**src/sv/bdq_pkg.sv**
```systemverilog
// Shared types and constants for the bounded deque core.
`default_nettype none

package bdq_pkg;

    localparam int OPC_BITS   = 3;
    localparam int CAP_BITS   = 11;
    localparam int FIELD_BITS = 32;
    localparam logic [CAP_BITS-1:0] CAP_RESET = 11'd1024;

    typedef enum logic [OPC_BITS-1:0] {
        OP_PUSH_FRONT = 3'd0,
        OP_PUSH_REAR  = 3'd1,
        OP_POP_FRONT  = 3'd2,
        OP_POP_REAR   = 3'd3,
        OP_PEEK       = 3'd4
    } bdq_op_t;

    typedef enum logic [3:0] {
        S_IDLE = 4'b0001,
        S_EXEC = 4'b0010,
        S_READ = 4'b0100,
        S_LOAD = 4'b1000
    } bdq_state_t;

    // controller -> datapath
    typedef struct packed {
        logic capture;   // latch the incoming item
        logic exec;      // apply the operation, write the store
        logic load_out;  // load the result register
    } bdq_cmd_t;

endpackage

`default_nettype wire

```
**src/sv/bdq_ctrl.sv**
```systemverilog
// Controller state machine: sequences each item and owns the handshakes.
`default_nettype none

module bdq_ctrl
    import bdq_pkg::*;
(
    input  wire logic clk,
    input  wire logic rst_n,
    input  wire logic in_valid,
    output logic      in_ready,
    output logic      out_valid,
    input  wire logic out_ready,
    output bdq_cmd_t  cmd
);

    bdq_state_t state_reg, state_next;
    logic       out_valid_reg, out_valid_next;
    logic       out_free;

    assign in_ready  = (state_reg == S_IDLE);
    assign out_valid = out_valid_reg;
    assign out_free  = !out_valid_reg || out_ready;

    always_comb
    begin
        state_next   = state_reg;
        cmd.capture  = 1'b0;
        cmd.exec     = 1'b0;
        cmd.load_out = 1'b0;
        case (state_reg)
            S_IDLE:
            begin
                if (in_valid)
                begin
                    cmd.capture = 1'b1;
                    state_next  = S_EXEC;
                end
            end
            S_EXEC:
            begin
                cmd.exec   = 1'b1;
                state_next = S_READ;
            end
            S_READ:
            begin
                state_next = S_LOAD;
            end
            S_LOAD:
            begin
                if (out_free)
                begin
                    cmd.load_out = 1'b1;
                    state_next   = S_IDLE;
                end
            end
            default:
            begin
                state_next = S_IDLE;
            end
        endcase
    end

    always_comb
    begin
        out_valid_next = out_valid_reg;
        if (cmd.load_out)
        begin
            out_valid_next = 1'b1;
        end
        else if (out_ready)
        begin
            out_valid_next = 1'b0;
        end
    end

    always_ff @(posedge clk or negedge rst_n)
    begin
        if (!rst_n)
        begin
            state_reg     <= S_IDLE;
            out_valid_reg <= 1'b0;
        end
        else
        begin
            state_reg     <= state_next;
            out_valid_reg <= out_valid_next;
        end
    end

endmodule

`default_nettype wire

```
**config.mk**
```make
export PLATFORM = sky130hd
export DESIGN_NAME = bdq_ctrl
export DESIGN_NICKNAME = d
export VERILOG_FILES = /design/src/sv/bdq_pkg.sv /design/src/sv/bdq_ctrl.sv
export SDC_FILE = /design/constraint.sdc
export NUM_CORES = 1
export LEC_CHECK = 0
export BUFFER_PORTS_ARGS = -buffer_cell sky130_fd_sc_hd__buf_2
export CAP_MARGIN = 20
export CORE_AREA = 8 8 45 47
export DETAILED_ROUTE_END_ITERATION = 6
export DIE_AREA = 0 0 53 55
export MAX_ROUTING_LAYER = met4
export RECOVER_POWER = 25
export SYNTH_ARGS = -nofsm -noshare
export SYNTH_HDL_FRONTEND = slang
export SYNTH_SLANG_ARGS = --single-unit
```
**constraint.sdc**
```tcl
create_clock -name clk -period 2.1 [get_ports clk]
set_input_delay 0.105 -clock clk [delete_from_list [all_inputs] [get_ports clk]]
set_output_delay 0.105 -clock clk [all_outputs]
set_load 0.02 [all_outputs]
```
==> metrics <==
Synth top area share 38.3%; first-pass GRT wire length 883 um; leakage power 0.172 nW; Netlist cell types 17; gr usage total 4.58%; drt wl/cell 10.6 um; largest net degree at the start of global routing 7; Slew Limit Fails 0; clk_skew 5.08 ps; CTS root buf clkbuf_4; CP startpoint kind flop; CP bufs+invs 1; total I/O pin count 9; internal power 278 uW; antenna cell count 0; I/O Buffers 8; Longest Clk Path Bufs 2; Worst Hold Launch in_valid; Placeable Area 1380 sq um; critical-path cell list nor4b_4 > and2_1 > buf_2; Final WS setup 616 ps; Starting Density 18.9%; syn_nets 26; Final Total Pwr 431 uW; htree depth 1; CTS clk-pin slew, worst paths 40 ps; number of max-cap violations 0; sequential share of power 38.5%; vias in the first global route 230; critical path fanouts, max 6; Clk Latency, worst-skew pair 240 ps; Max VDD drop 0.000534 V; drt pass-1 iters 1; Layout area overhead 33.5%; placed inst area 314 sq um; num rows 14; Cell Pwr Density 1230 nW/um^2; Crit path arrival time 1380 ps; die area 2920 sq um; total wire length 530 um; CTS tree built; Setup TNS Final 0 ps; RSZ-0062 raised after global routing no; Residual DRC 0; cts repair resizes 0; vias per inst 4.04; Worst Path Required 2000 ps; Layout fillers 152; CP top delay family flip-flops; final period utilization 70.7%; Syn Std Cell Area 262 sq um; Worst path max stage delay 580 ps; synthesized flop and latch total 5; maximum clock frequency 674 MHz; Post-Place Cells 45; CP max stage cell dfstp_2; Worst setup EP type output pin; detailed placer's ending HPWL 420 um; post-layout instance area 349 sq um; Avg Synthesized Cell Area 11.9 sq um; fin nets 39; area leader, netlist dfrtp_1; pre-CTS setup slack 858 ps; Setup CP Type reg2out; Reg-to-Reg Start state_reg[0]; die height 55 um; gr ovfl total 0; Placer Congestion 0.695; Logic pwr share 36.0%; DR iter-0 viols 0; clock power share 25.5%; layout cells sized above 1 44.1%; status completed; clock buffer count from CTS 3; minimum clock period 1480 ps; max FFs per register 4; Post-Synthesis Cells 22; Setup crit start state_reg[0]; antenna viol nets, final 0; Non-Filler Instances 50; Sw Ratio 35.5%; sw power 153 uW; final setup vio count 0; initial antenna violation count 0; hold crit path type in2reg; final hold vios 0; Seq/Total Area, Yosys 48.3%; register area 126 sq um; vias after detailed routing 202; slew margin rel. 82.3%; most common cell after layout, fill and taps aside buf_2; Multi-input gate area 128 sq um; Least-Margin Pin Slew 265 ps; most frequent cells in the layout 7 x buf_2, 4 x dfrtp_1, 3 x clkbuf_4; die width 53 um; Synth warnings 0; main area contributors after synthesis dfrtp_1 38%, dfstp_2 10%, nor4b_4 9.1%; CTS sink cnt 5
==> final cells by class <==
class                      count  area share, %
timing repair buffer           9           14.0
multi-input combinational     16           36.6
sequential                     5           36.2
clock buffer                   4           7.53
tap                           16           5.73
==> logic make-up (layout without fill, tap and decap cells) <==
kind of cell	Yosys count	count (layout)	share of synthesized area [%]
compound gates	3	3	8.61
buf+inv	1	13	2.87
flops	5	5	48.3
simple gates	13	13	40.2
==> metal layers <==
| metal | up-vias | share of wire, % | global-route usage, % |
|---|---|---|---|
| met4 | 0 | 0 | 2.59 |
| met1 | 91 | 49 | 4.29 |
| li1 | 101 | - | - |
| met3 | 0 | 13 | 4.81 |
| met5 | - | 0 | - |
| met2 | 10 | 38 | 5.66 |
==> worst paths after layout <==
kind	to	slack [ps]	cells past startpoint
worst min-delay path	state_reg[1]	110	2
worst max-delay path	cmd[2]	620	3
max in group asynchronous	state_reg[0]	1580	2
worst min register to register	state_reg[3]	580	1
worst max register to register	state_reg[0]	980	3
min in group asynchronous	state_reg[3]	240	2
==> through the flow <==
step | hold slack [ps] | utilization, %
after detailed placement | -73.6 | 22.7
after CTS | 111 | 25.3
after global placement | -78.3 | 22.7
after floorplan | -191 | -
after global routing | 111 | 25.2
final | 110 | 25.2
==> power by group through the flow <==
| stage | Sequential [mW] | Clock [mW] | Combinational, mW |
|---|---|---|---|
| after detailed placement | 0.167 | 0 | 0.157 |
| after floorplan | 0.159 | 0 | 0.119 |
| after global placement | 0.166 | 0 | 0.157 |
| after global routing | 0.172 | 0.121 | 0.171 |
| after CTS | 0.167 | 0.116 | 0.160 |
| final | 0.166 | 0.110 | 0.155 |
==> cell usage after synthesis, drive strengths merged <==
library cell  count
and2              2
nand2             1
nor4b             3
dfrtp             4
dfstp             1
and2b             2
a21oi             2
buf               1
nor2              2
nand2b            1
o31a              1
nor3              1
nor2b             1
==> repair_timing <==
action / in CTS / in global routing
endpoints found under the hold margin: 5 / 0
buffers inserted: 0 / 0
hold buffers: 1 / 0
Power figures use the tool's default switching activity.
